$ cat config.mk
export PLATFORM = sky130hd
export DESIGN_NAME = lzs_back
export DESIGN_NICKNAME = d
export VERILOG_FILES = /design/src/sv/lzs_pkg.sv /design/src/sv/lzs_back.sv
export SDC_FILE = /design/constraint.sdc
export NUM_CORES = 1
export LEC_CHECK = 0
export BUFFER_PORTS_ARGS = -buffer_cell sky130_fd_sc_hd__buf_4
export CELL_PAD_IN_SITES_DETAIL_PLACEMENT = 1
export CELL_PAD_IN_SITES_GLOBAL_PLACEMENT = 2
export CORE_MARGIN = 10
export CORE_UTILIZATION = 24
export CTS_CLUSTER_DIAMETER = 50
export DETAILED_ROUTE_END_ITERATION = 16
export PLACE_DENSITY = 0.78
export SLEW_MARGIN = 0
export SYNTH_ARGS = -nofsm -noshare
export SYNTH_HDL_FRONTEND = slang
export SYNTH_SLANG_ARGS = --single-unit
$ cat constraint.sdc
create_clock -name clk -period 3.95 [get_ports clk]
set_clock_uncertainty 0.05 [all_clocks]
set_input_delay 0.79 -clock clk [delete_from_list [all_inputs] [get_ports clk]]
set_output_delay 0.79 -clock clk [all_outputs]
set_load 0.005 [all_outputs]
$ cat src/sv/lzs_pkg.sv
// Shared types and constants for the LZS stream decompressor.
// Used by every module of the block; depends on nothing.
package lzs_pkg;

    localparam int HISTORY_DEPTH_DEF = 2048;
    localparam int STEP_MAX = 32;
    localparam int QUEUE_DEPTH = 32;

    localparam logic [3:0] PH_FLAG = 4'd0;
    localparam logic [3:0] PH_LIT  = 4'd1;
    localparam logic [3:0] PH_KIND = 4'd2;
    localparam logic [3:0] PH_OFFS = 4'd3;
    localparam logic [3:0] PH_LEN1 = 4'd4;
    localparam logic [3:0] PH_LEN2 = 4'd5;
    localparam logic [3:0] PH_LENX = 4'd6;

    localparam logic [2:0] ST_RUN     = 3'd0;
    localparam logic [2:0] ST_END     = 3'd1;
    localparam logic [2:0] ST_FULL    = 3'd2;
    localparam logic [2:0] ST_BADOFF  = 3'd3;
    localparam logic [2:0] ST_EXHAUST = 3'd4;

    localparam logic [11:0] LIMIT_RESET = 12'd2048;

    typedef struct packed {
        logic [7:0] in_byte;
        logic       last_byte;
    } in_item_t;

    typedef struct packed {
        logic [7:0]  data_byte;
        logic        has_byte;
        logic        run_last;
        logic [2:0]  status;
        logic [11:0] produced_total;
    } out_item_t;

    // One decompressed byte waiting for its step to close.
    typedef struct packed {
        logic [7:0]  data_byte;
        logic [11:0] total;
    } res_ent_t;

    // Closing record of one input byte's work.
    typedef struct packed {
        logic [2:0]  status;
        logic [5:0]  count;
        logic [11:0] total;
    } step_rec_t;

    typedef struct packed {
        logic byte_full;
        logic rec_full;
        logic rec_avail;
    } q_stat_t;

endpackage

$ cat src/sv/lzs_back.sv
// Back end: replays each closed step as result beats with its final status.
// Depends on lzs_pkg; drains lzs_queue into the output register.
module lzs_back
    import lzs_pkg::*;
(
    input  logic      clk,
    input  logic      rst_n,
    input  q_stat_t   q_stat,
    input  res_ent_t  byte_head,
    input  step_rec_t rec_head,
    output logic      byte_pop,
    output logic      rec_pop,
    output logic      out_valid,
    input  logic      out_stall,
    output out_item_t out_data
);

    logic      out_valid_reg, out_valid_next;
    out_item_t out_reg, out_next;
    logic [5:0] cnt_reg, cnt_next;
    logic       load;
    logic       is_last;

    assign load    = !out_valid_reg || !out_stall;
    assign is_last = (cnt_reg + 6'd1 == rec_head.count);

    always_comb
    begin
        out_valid_next = out_valid_reg;
        out_next       = out_reg;
        cnt_next       = cnt_reg;
        byte_pop       = 1'b0;
        rec_pop        = 1'b0;
        if (load)
        begin
            out_valid_next = q_stat.rec_avail;
            if (q_stat.rec_avail)
            begin
                out_next.status = rec_head.status;
                if (rec_head.count == 6'd0)
                begin
                    out_next.data_byte      = 8'd0;
                    out_next.has_byte       = 1'b0;
                    out_next.run_last       = 1'b1;
                    out_next.produced_total = rec_head.total;
                    rec_pop                 = 1'b1;
                end
                else
                begin
                    out_next.data_byte      = byte_head.data_byte;
                    out_next.has_byte       = 1'b1;
                    out_next.run_last       = is_last;
                    out_next.produced_total = byte_head.total;
                    byte_pop                = 1'b1;
                    rec_pop                 = is_last;
                    cnt_next                = is_last ? 6'd0 : cnt_reg + 6'd1;
                end
            end
        end
    end

    assign out_valid = out_valid_reg;
    assign out_data  = out_reg;

    always_ff @(posedge clk or negedge rst_n)
    begin
        if (!rst_n)
        begin
            out_valid_reg <= 1'b0;
            cnt_reg       <= 6'd0;
        end
        else
        begin
            out_valid_reg <= out_valid_next;
            cnt_reg       <= cnt_next;
        end
    end

    always_ff @(posedge clk)
    begin
        out_reg <= out_next;
    end

endmodule

==> summary.txt <==
CTS Hold Bufs -> 0
count leader, synth -> nand2_1
largest area contributor in the netlist -> edfxtp_1
fraction of registers with async set or reset after synthesis -> 21.9%
nets@finish -> 259
Metal-1 WL -> 1900 microns
Tmin final -> 3.08 ns
CTS Buffer Depth -> 2
Compound-Gate Fraction of Synth Area -> 3.95%
max cap viols -> 0
met3 WL -> 243 microns
die height -> 99.6 microns
top layer in use -> met4
core area -> 0.00603 sq mm
initial core utilization -> 25.2%
Critical-path top delay cell -> dfrtp_1
Post CTS Setup Buffer Count -> 0
first-pass GRT wire length -> 6710 microns
clock-pin slew on the worst setup and hold paths -> 0.07 ns
Antenna Nets Post-Route -> 0
ordered cell list for the critical path -> ha_1 > xor2_1 > xnor2_1 > nand4_1 > or2_2 > a21oi_2 > buf_4
Cells after Synth -> 134
# IOs -> 75
Layout area overhead -> 46.6%
largest family of logic cells by synthesized area -> simple AND/OR/NAND/NOR gates
Post-Route WL -> 4380 microns
Max-slew headroom -> 78.0%
max reg flops -> 25
Max rail drop VDD -> 178 uV
CTS buffer count -> 5
H-Tree Depth -> 2
Req. time, crit path -> 3.11 ns
sequential fraction of the synthesis area -> 61.0%
WP data arrival -> 2.24 ns
DRT Pass-1 Iters -> 3
row cnt -> 28
Synth Area in XOR/XNOR -> 5.77%
DR WL/cell -> 15.3 microns
Worst Path Max Fanout -> 5
Setup crit start -> cnt_reg[0]$_DFFE_PN0P_
Ys Warns -> 0
#FFs+latches synth -> 32
status -> complete, no violations
Vias/cell -> 4.17
post-synthesis mux area share -> 1.32%
max-slew violations -> 0
clock root cell -> clkbuf_8
Setup TNS -> 0 ns
mean post-synth cell area -> 11.3 sq um
pre-CTS setup slack -> 0.976 ns
Total GRT Usage -> 8.56%
simple-gate portion of the synthesized area -> 21.9%
HP Class -> in -> async
FF-to-FF path depth -> 6
crit path capture type -> output pin
ANT cells -> 0
Die W -> 99.6 microns
GPL Wtd Cong -> 0.721
Worst R2R End -> cnt_reg[3]$_DFFE_PN0P_
DRC -> 0
Synth Flop Type -> edfxtp_1
Fin. Hold Viols -> 0
Tcrit/Tclk final -> 78.0%
layout cell share with drive strength beyond 1 -> 44.3%
Slew @ Worst Pin -> 0.328 ns
Mapped Nets -> 182
crit start category -> flop
Iter 0 DRT Violations -> 16
DP Wirelength -> 3500 microns
Buffers on Ports -> 72
Area contributors post-synth -> edfxtp_1, dfrtp_1, nand2_1, xnor2_1, and2_4
CTS tree -> yes
most instantiated cells after synthesis -> nand2_1, edfxtp_1, dfrtp_1
pwr dens -> 395 mW/mm^2
GRT overflow -> 0
largest net degree at the start of global routing -> 26
unrepaired setup endpoints after global routing -> false
TritonCTS Sinks -> 32
initial antenna violation count -> 0
max incr delay on CP -> 0.44 ns
final core occ -> 37.0%
post-synth top area share -> 49.4%
Setup Viol. Count Final -> 0
WHS -> 0.261 ns
Synth cell types -> 29
Clock Latency Late Sink -> 0.28 ns
adder-cell area share of the yosys netlist -> 0.824%
Post-synth EDFFs -> 25
WL met2 -> 2200 microns
vias in the first global route -> 1314
final worst setup slack -> 0.869 ns
R2R setup slack -> 2.00 ns
Max Fclk -> 325 MHz
die footprint -> 0.00991 sq mm
r2r startpoint -> cnt_reg[0]$_DFFE_PN0P_
LEAKAGE -> 1.01 nW
PostCTS Resize Cnt -> 0
CP Class -> reg -> out
Cell Area, Synth -> 0.00152 sq mm
DR vias -> 1196
[per-stage QoR]
| stage | area (sq um) | power [mW] | cells |
|---|---|---|---|
| floorplan | 1520 | 0.497 | 134 |
| global placement | 2120 | 0.576 | 279 |
| detailed placement | 2120 | 0.582 | 279 |
| CTS | 2230 | 0.898 | 287 |
| global route | 2230 | 0.931 | 287 |
| finish | 2230 | 0.880 | 287 |
[routing by layer]
metal  track usage (%)  up-vias
li1                  -      602
met1              9.57      549
met2              14.6       41
met3              3.11        4
met4              2.98        0
met5                 0        -
[power breakdown]
group          leakage [nW]  switching, mW  internal, mW
Clock                0.0541          0.123         0.187
Sequential            0.317         0.0183         0.394
Combinational         0.642         0.0709        0.0877
[how the worst max path moves through the flow]
| stage | cells after the start | endpoint |
|---|---|---|
| after global routing | 7 | rec_pop |
| after global placement | 7 | rec_pop |
| after CTS | 7 | rec_pop |
| final | 7 | rec_pop |
| after floorplan | 5 | rec_pop |
| after detailed placement | 7 | rec_pop |
[layout by cell type (no fill, tap or decap), types with 2 or more instances in the layout]
| cell type | count |
|---|---|
| xnor2_1 | 6 |
| mux2i_1 | 2 |
| and2_1 | 3 |
| nor3_1 | 4 |
| xor2_1 | 4 |
| inv_1 | 3 |
| clkbuf_8 | 5 |
| nor2_1 | 5 |
| edfxtp_1 | 25 |
| nand3_1 | 2 |
| dfrtp_1 | 7 |
| nand2_1 | 45 |
| o21ai_0 | 4 |
| a21oi_1 | 2 |
| and2_4 | 5 |
| buf_4 | 75 |
[logic make-up (layout without fill, tap and decap cells)]
logic type,Yosys count,in the layout
AO/OA/AOI/OAI,9,9
XOR/XNOR,10,10
AND/OR/NAND/NOR,71,71
multiplexers,2,2
buffers and inverters,9,87
adder cells (fa/ha/maj),1,1
flip-flops,32,32
[cell type report]
| type | instances | area [sq um] |
|---|---|---|
| clock buffers | 5 | 68.8 |
| clock inverters | 3 | 42.5 |
| fillers | 694 | 3800 |
| inverters | 4 | 20.0 |
| multi-input cells | 93 | 513 |
| flip-flops and latches | 32 | 926 |
| well taps | 75 | 93.8 |
| repair buffers | 75 | 563 |
[worst max-delay path, delay by kind of cell, from the launching register on]
family	cells	cell delay, ns
AND/OR/NAND/NOR	2	0.62
flip-flops	1	0.44
XOR/XNOR	2	0.35
adder cells (fa/ha/maj)	1	0.28
AO/OA/AOI/OAI	1	0.15
buffers and inverters	1	0.13
No activity file was read; power rests on OpenSTA's default activity.
