**config.mk**
```make
export PLATFORM = sky130hd
export DESIGN_NAME = lzs_queue
export DESIGN_NICKNAME = d
export VERILOG_FILES = /design/src/sv/lzs_pkg.sv /design/src/sv/lzs_queue.sv
export SDC_FILE = /design/constraint.sdc
export NUM_CORES = 1
export LEC_CHECK = 0
export ABC_CLOCK_PERIOD_IN_PS = 6300
export BUFFER_PORTS_ARGS = -buffer_cell sky130_fd_sc_hd__buf_2
export CAP_MARGIN = 20
export CORE_MARGIN = 2
export CORE_UTILIZATION = 42
export DETAILED_ROUTE_END_ITERATION = 10
export PLACE_DENSITY_LB_ADDON = 0.1
export SYNTH_ARGS = -nofsm -noshare
export SYNTH_HDL_FRONTEND = slang
export SYNTH_SLANG_ARGS = --single-unit
export TNS_END_PERCENT = 100
```
**constraint.sdc**
```tcl
create_clock -name clk -period 6.3 [get_ports clk]
set_input_delay 1.89 -clock clk [delete_from_list [all_inputs] [get_ports clk]]
set_output_delay 1.89 -clock clk [all_outputs]
set_load 0.01 [all_outputs]
```
**src/sv/lzs_pkg.sv**
```systemverilog
// Shared types and constants for the LZS stream decompressor.
// Used by every module of the block; depends on nothing.
package lzs_pkg;

    localparam int HISTORY_DEPTH_DEF = 2048;
    localparam int STEP_MAX = 32;
    localparam int QUEUE_DEPTH = 32;

    localparam logic [3:0] PH_FLAG = 4'd0;
    localparam logic [3:0] PH_LIT  = 4'd1;
    localparam logic [3:0] PH_KIND = 4'd2;
    localparam logic [3:0] PH_OFFS = 4'd3;
    localparam logic [3:0] PH_LEN1 = 4'd4;
    localparam logic [3:0] PH_LEN2 = 4'd5;
    localparam logic [3:0] PH_LENX = 4'd6;

    localparam logic [2:0] ST_RUN     = 3'd0;
    localparam logic [2:0] ST_END     = 3'd1;
    localparam logic [2:0] ST_FULL    = 3'd2;
    localparam logic [2:0] ST_BADOFF  = 3'd3;
    localparam logic [2:0] ST_EXHAUST = 3'd4;

    localparam logic [11:0] LIMIT_RESET = 12'd2048;

    typedef struct packed {
        logic [7:0] in_byte;
        logic       last_byte;
    } in_item_t;

    typedef struct packed {
        logic [7:0]  data_byte;
        logic        has_byte;
        logic        run_last;
        logic [2:0]  status;
        logic [11:0] produced_total;
    } out_item_t;

    // One decompressed byte waiting for its step to close.
    typedef struct packed {
        logic [7:0]  data_byte;
        logic [11:0] total;
    } res_ent_t;

    // Closing record of one input byte's work.
    typedef struct packed {
        logic [2:0]  status;
        logic [5:0]  count;
        logic [11:0] total;
    } step_rec_t;

    typedef struct packed {
        logic byte_full;
        logic rec_full;
        logic rec_avail;
    } q_stat_t;

endpackage

```
**src/sv/lzs_queue.sv**
```systemverilog
// Queue between front and back: result bytes plus closing records per step.
// Depends on lzs_pkg.
module lzs_queue
    import lzs_pkg::*;
(
    input  logic      clk,
    input  logic      rst_n,
    input  logic      byte_push,
    input  res_ent_t  byte_in,
    input  logic      byte_pop,
    output res_ent_t  byte_head,
    input  logic      rec_push,
    input  step_rec_t rec_in,
    input  logic      rec_pop,
    output step_rec_t rec_head,
    output q_stat_t   q_stat
);

    localparam int QW = $clog2(QUEUE_DEPTH);

    res_ent_t  byte_mem [QUEUE_DEPTH];
    logic [QW-1:0] bwr_reg, brd_reg;
    logic [QW:0]   bcnt_reg;

    step_rec_t rec_mem [2];
    logic      rwr_reg, rrd_reg;
    logic [1:0] rcnt_reg;

    assign byte_head        = byte_mem[brd_reg];
    assign rec_head         = rec_mem[rrd_reg];
    assign q_stat.byte_full = (bcnt_reg == (QW+1)'(QUEUE_DEPTH));
    assign q_stat.rec_full  = (rcnt_reg == 2'd2);
    assign q_stat.rec_avail = (rcnt_reg != 2'd0);

    always_ff @(posedge clk)
    begin
        if (byte_push)
            byte_mem[bwr_reg] <= byte_in;
        if (rec_push)
            rec_mem[rwr_reg] <= rec_in;
    end

    always_ff @(posedge clk or negedge rst_n)
    begin
        if (!rst_n)
        begin
            bwr_reg  <= '0;
            brd_reg  <= '0;
            bcnt_reg <= '0;
            rwr_reg  <= 1'b0;
            rrd_reg  <= 1'b0;
            rcnt_reg <= 2'd0;
        end
        else
        begin
            if (byte_push)
                bwr_reg <= bwr_reg + 1'b1;
            if (byte_pop)
                brd_reg <= brd_reg + 1'b1;
            bcnt_reg <= bcnt_reg + (QW+1)'(byte_push) - (QW+1)'(byte_pop);
            if (rec_push)
                rwr_reg <= !rwr_reg;
            if (rec_pop)
                rrd_reg <= !rrd_reg;
            rcnt_reg <= rcnt_reg + 2'(rec_push) - 2'(rec_pop);
        end
    end

endmodule

```
==> results.sh <==
export IMPL_status="finished, final reports clean"
export IMPL_finalSetupViolations=0
export IMPL_num_vias=13200
export IMPL_dieHeight_um=257
export IMPL_drive_above_1_share_pct=29.5
export IMPL_hold_viol=0
export IMPL_period_share_pct=86.6
export IMPL_rr_startpoint="bwr_reg[2]$_DFFE_PN0P_"
export IMPL_dieArea_um2=66100
export IMPL_slew_viol_final=0
export IMPL_place_area_um2=28700
export IMPL_hp_class="reg2reg"
export IMPL_cts_buffers=76
export IMPL_clk_pin_slew_worst_paths_ns=0.06
export IMPL_max_vdd_ir_drop_mv=0.289
export IMPL_yosysSeqAreaShare_pct=77.9
export IMPL_cts_hold_buf=0
export IMPL_syn_inst=1260
export IMPL_cts_buffer_depth=3
export IMPL_gp_congestion=0.730
export IMPL_syn_area_um2=26900
export IMPL_min_period_ns=5.46
export IMPL_h_tree_depth=3
export IMPL_cp_arrival_ns=3.57
export IMPL_holdPathStages=1
export IMPL_drtIter0Drc=1284
export IMPL_ant_nets=0
export IMPL_synth_cell_types=39
export IMPL_clk_latency_ns=0.60
export IMPL_layout_nets=1472
export IMPL_cts_tree="built"
export IMPL_wl_um=67500
export IMPL_io_buffers=90
export IMPL_grt_pass1_wl_um=97600
export IMPL_power_mw=14.1
export IMPL_r2r_end="byte_mem[31][14]$_DFFE_PP_"
export IMPL_rsz0062_at_grt="false"
export IMPL_grt_usage_pct=20.7
export IMPL_cp_start_kind="flop"
export IMPL_crit_required_ns=4.41
export IMPL_diodes=0
export IMPL_row_count=92
export IMPL_cellLeakagePower_nw=10.2
export IMPL_tightestPinTransition_ns=1.08
export IMPL_wire_per_inst_um=29.1
export IMPL_core_area_um2=63200
export IMPL_yosysTopAreaCell="edfxtp_1"
export IMPL_yosys_area_top_type_share_pct=76.1
export IMPL_remaining_drc_errors=0
export IMPL_initial_core_util_pct=42.6
export IMPL_post_cts_buffers=0
export IMPL_antenna_found_initial=8
export IMPL_fmax_mhz=183
export IMPL_power_density_nw_per_um2=453
export IMPL_largest_reg_flops=640
export IMPL_syn_nets=1323
export IMPL_ys_warn_count=0
export IMPL_register_area_um2=21000
export IMPL_hpwl_um=38800
export IMPL_hp_start="rwr_reg$_DFFE_PN0P_"
export IMPL_final_cell_area_um2=31100
export IMPL_via_per_inst=5.70
export IMPL_clock_tree_root_cell="clkbuf_16"
export IMPL_holdPathEnd="rwr_reg$_DFFE_PN0P_"
export IMPL_syn_to_final_growth_pct=15.5
export IMPL_reg2reg_depth=3
export IMPL_grt_start_max_net_pins=71
export IMPL_yosys_top_cells_area="edfxtp_1, mux4_2, mux2i_1, dfrtp_1, a211oi_1"
export IMPL_synth_edf_count=682
export IMPL_relSlewSlack_pct=27.8
export IMPL_overflow=0
export IMPL_cap_viol_max_count=0
export IMPL_synth_async_reset_ratio_pct=2.85
export IMPL_ctsResizeCount=0
export IMPL_dr_pass1_iters=5
export IMPL_die_w_um=257
export IMPL_r2r_setup_slack_ns=3.47
export IMPL_setup_tns_ns=0
export IMPL_clock_sinks=702
export IMPL_fillers=5151
export IMPL_cp_max_fo=29
export IMPL_grt_pass1_vias=13500
export IMPL_multiInputGateArea_um2=5670
export IMPL_synth_seq_cells=702
export IMPL_io_pins=91
export IMPL_synth_avg_cell_area_um2=21.4
export IMPL_yosys_most_used_dff="edfxtp_1"
export IMPL_criticalPathCategory="reg2out"
export IMPL_clock_skew_ns=0.0135
export IMPL_cp_end_kind="primary output"
metrics by stage:
| stage | hold WS, ns | cells | util (%) | setup WS, ns |
|---|---|---|---|---|
| 2_1_floorplan | 0.455 | 1260 | - | 1.92 |
| 3_3_place_gp | 0.495 | 2175 | 45.3 | 1.54 |
| 3_5_place_dp | 0.489 | 2175 | 45.3 | 1.51 |
| 4_1_cts | 0.501 | 2313 | 49.1 | 0.857 |
| 5_1_grt | 0.529 | 2315 | 49.2 | 0.745 |
| 6_report | 0.499 | 2315 | 49.2 | 0.844 |
Yosys cell counts, types with 3 or more instances:
library cell and n:
buf_6 7, clkbuf_1 39, a22oi_1 22, nor2_1 26
nor3_1 12, mux2i_1 80, nand3_1 4, xnor2_1 7
nand4_1 3, inv_1 16, o21ai_0 3, dfrtp_1 20
buf_4 7, o221ai_1 20, mux2_2 22, a21oi_1 23
buf_1 4, o22ai_1 20, ha_1 15, nand2_1 13
nor2b_1 4, xor2_1 6, a211oi_1 39, a22o_1 19
mux4_2 120, edfxtp_1 682, buf_2 12
final cells by class:
| cell class | count | share of cell area [%] |
|---|---|---|
| multi-input cells | 471 | 18.2 |
| clock buffers | 88 | 6.40 |
| clock inverters | 50 | 1.32 |
| inverters | 16 | 0.193 |
| flip-flops and latches | 702 | 67.5 |
| repair buffers | 142 | 2.95 |
| well taps | 846 | 3.40 |
cell usage in the layout (no fill, tap or decap), types with 20 or more instances in the layout:
cell	n
a22oi_1	22
buf_2	90
buf_4	46
clkinv_1	22
edfxtp_1	682
a21oi_1	23
o221ai_1	20
mux2_2	22
clkbuf_16	78
a211oi_1	39
o22ai_1	20
mux4_2	120
mux2i_1	80
critical path, cell delays in order, from the launching register on:
cell	delay (ns)
dfrtp_4	0.75
buf_12	0.32
mux4_2	0.56
a22o_1	0.29
a211oi_1	0.57
a21oi_1	0.20
buf_2	0.20
power by group:
group / internal (mW) / switching [mW]
clock network: 2.51 / 1.79
registers: 5.51 / 0.264
logic: 1.65 / 2.36
total: 9.67 / 4.42
layer usage:
metal | share of wire, % | global-route usage, % | vias up
met5 | 0.055 | 0 | -
met4 | 2.3 | 5.67 | 6
met3 | 5.0 | 3.57 | 113
met2 | 48 | 33.1 | 369
met1 | 44 | 29.5 | 7115
li1 | - | - | 5594
logic make-up after synthesis:
| logic type | Yosys count | share of synthesized area [%] |
|---|---|---|
| muxes | 222 | 13.9 |
| buffers and inverters | 87 | 1.68 |
| AOI/OAI and AO/OA | 150 | 4.03 |
| and+or+nand+nor | 70 | 1.21 |
| DFF | 702 | 77.9 |
| adders and majority gates | 16 | 0.772 |
| xor gates and xnor gates | 13 | 0.423 |
worst max-delay path by stage:
stage               depth (start not counted)                    from                  endpoint  slack (ns)
floorplan                                   4               byte_push  byte_mem[3][0]$_DFFE_PP_        1.92
global placement                            6  brd_reg[0]$_DFFE_PN0P_              byte_head[6]        1.54
detailed placement                          6  brd_reg[0]$_DFFE_PN0P_              byte_head[6]        1.51
CTS                                         6  brd_reg[0]$_DFFE_PN0P_              byte_head[6]        0.86
global route                                6  brd_reg[0]$_DFFE_PN0P_              byte_head[6]        0.75
finish                                      6  brd_reg[0]$_DFFE_PN0P_              byte_head[6]        0.84
(Power assumes the default switching activity.)
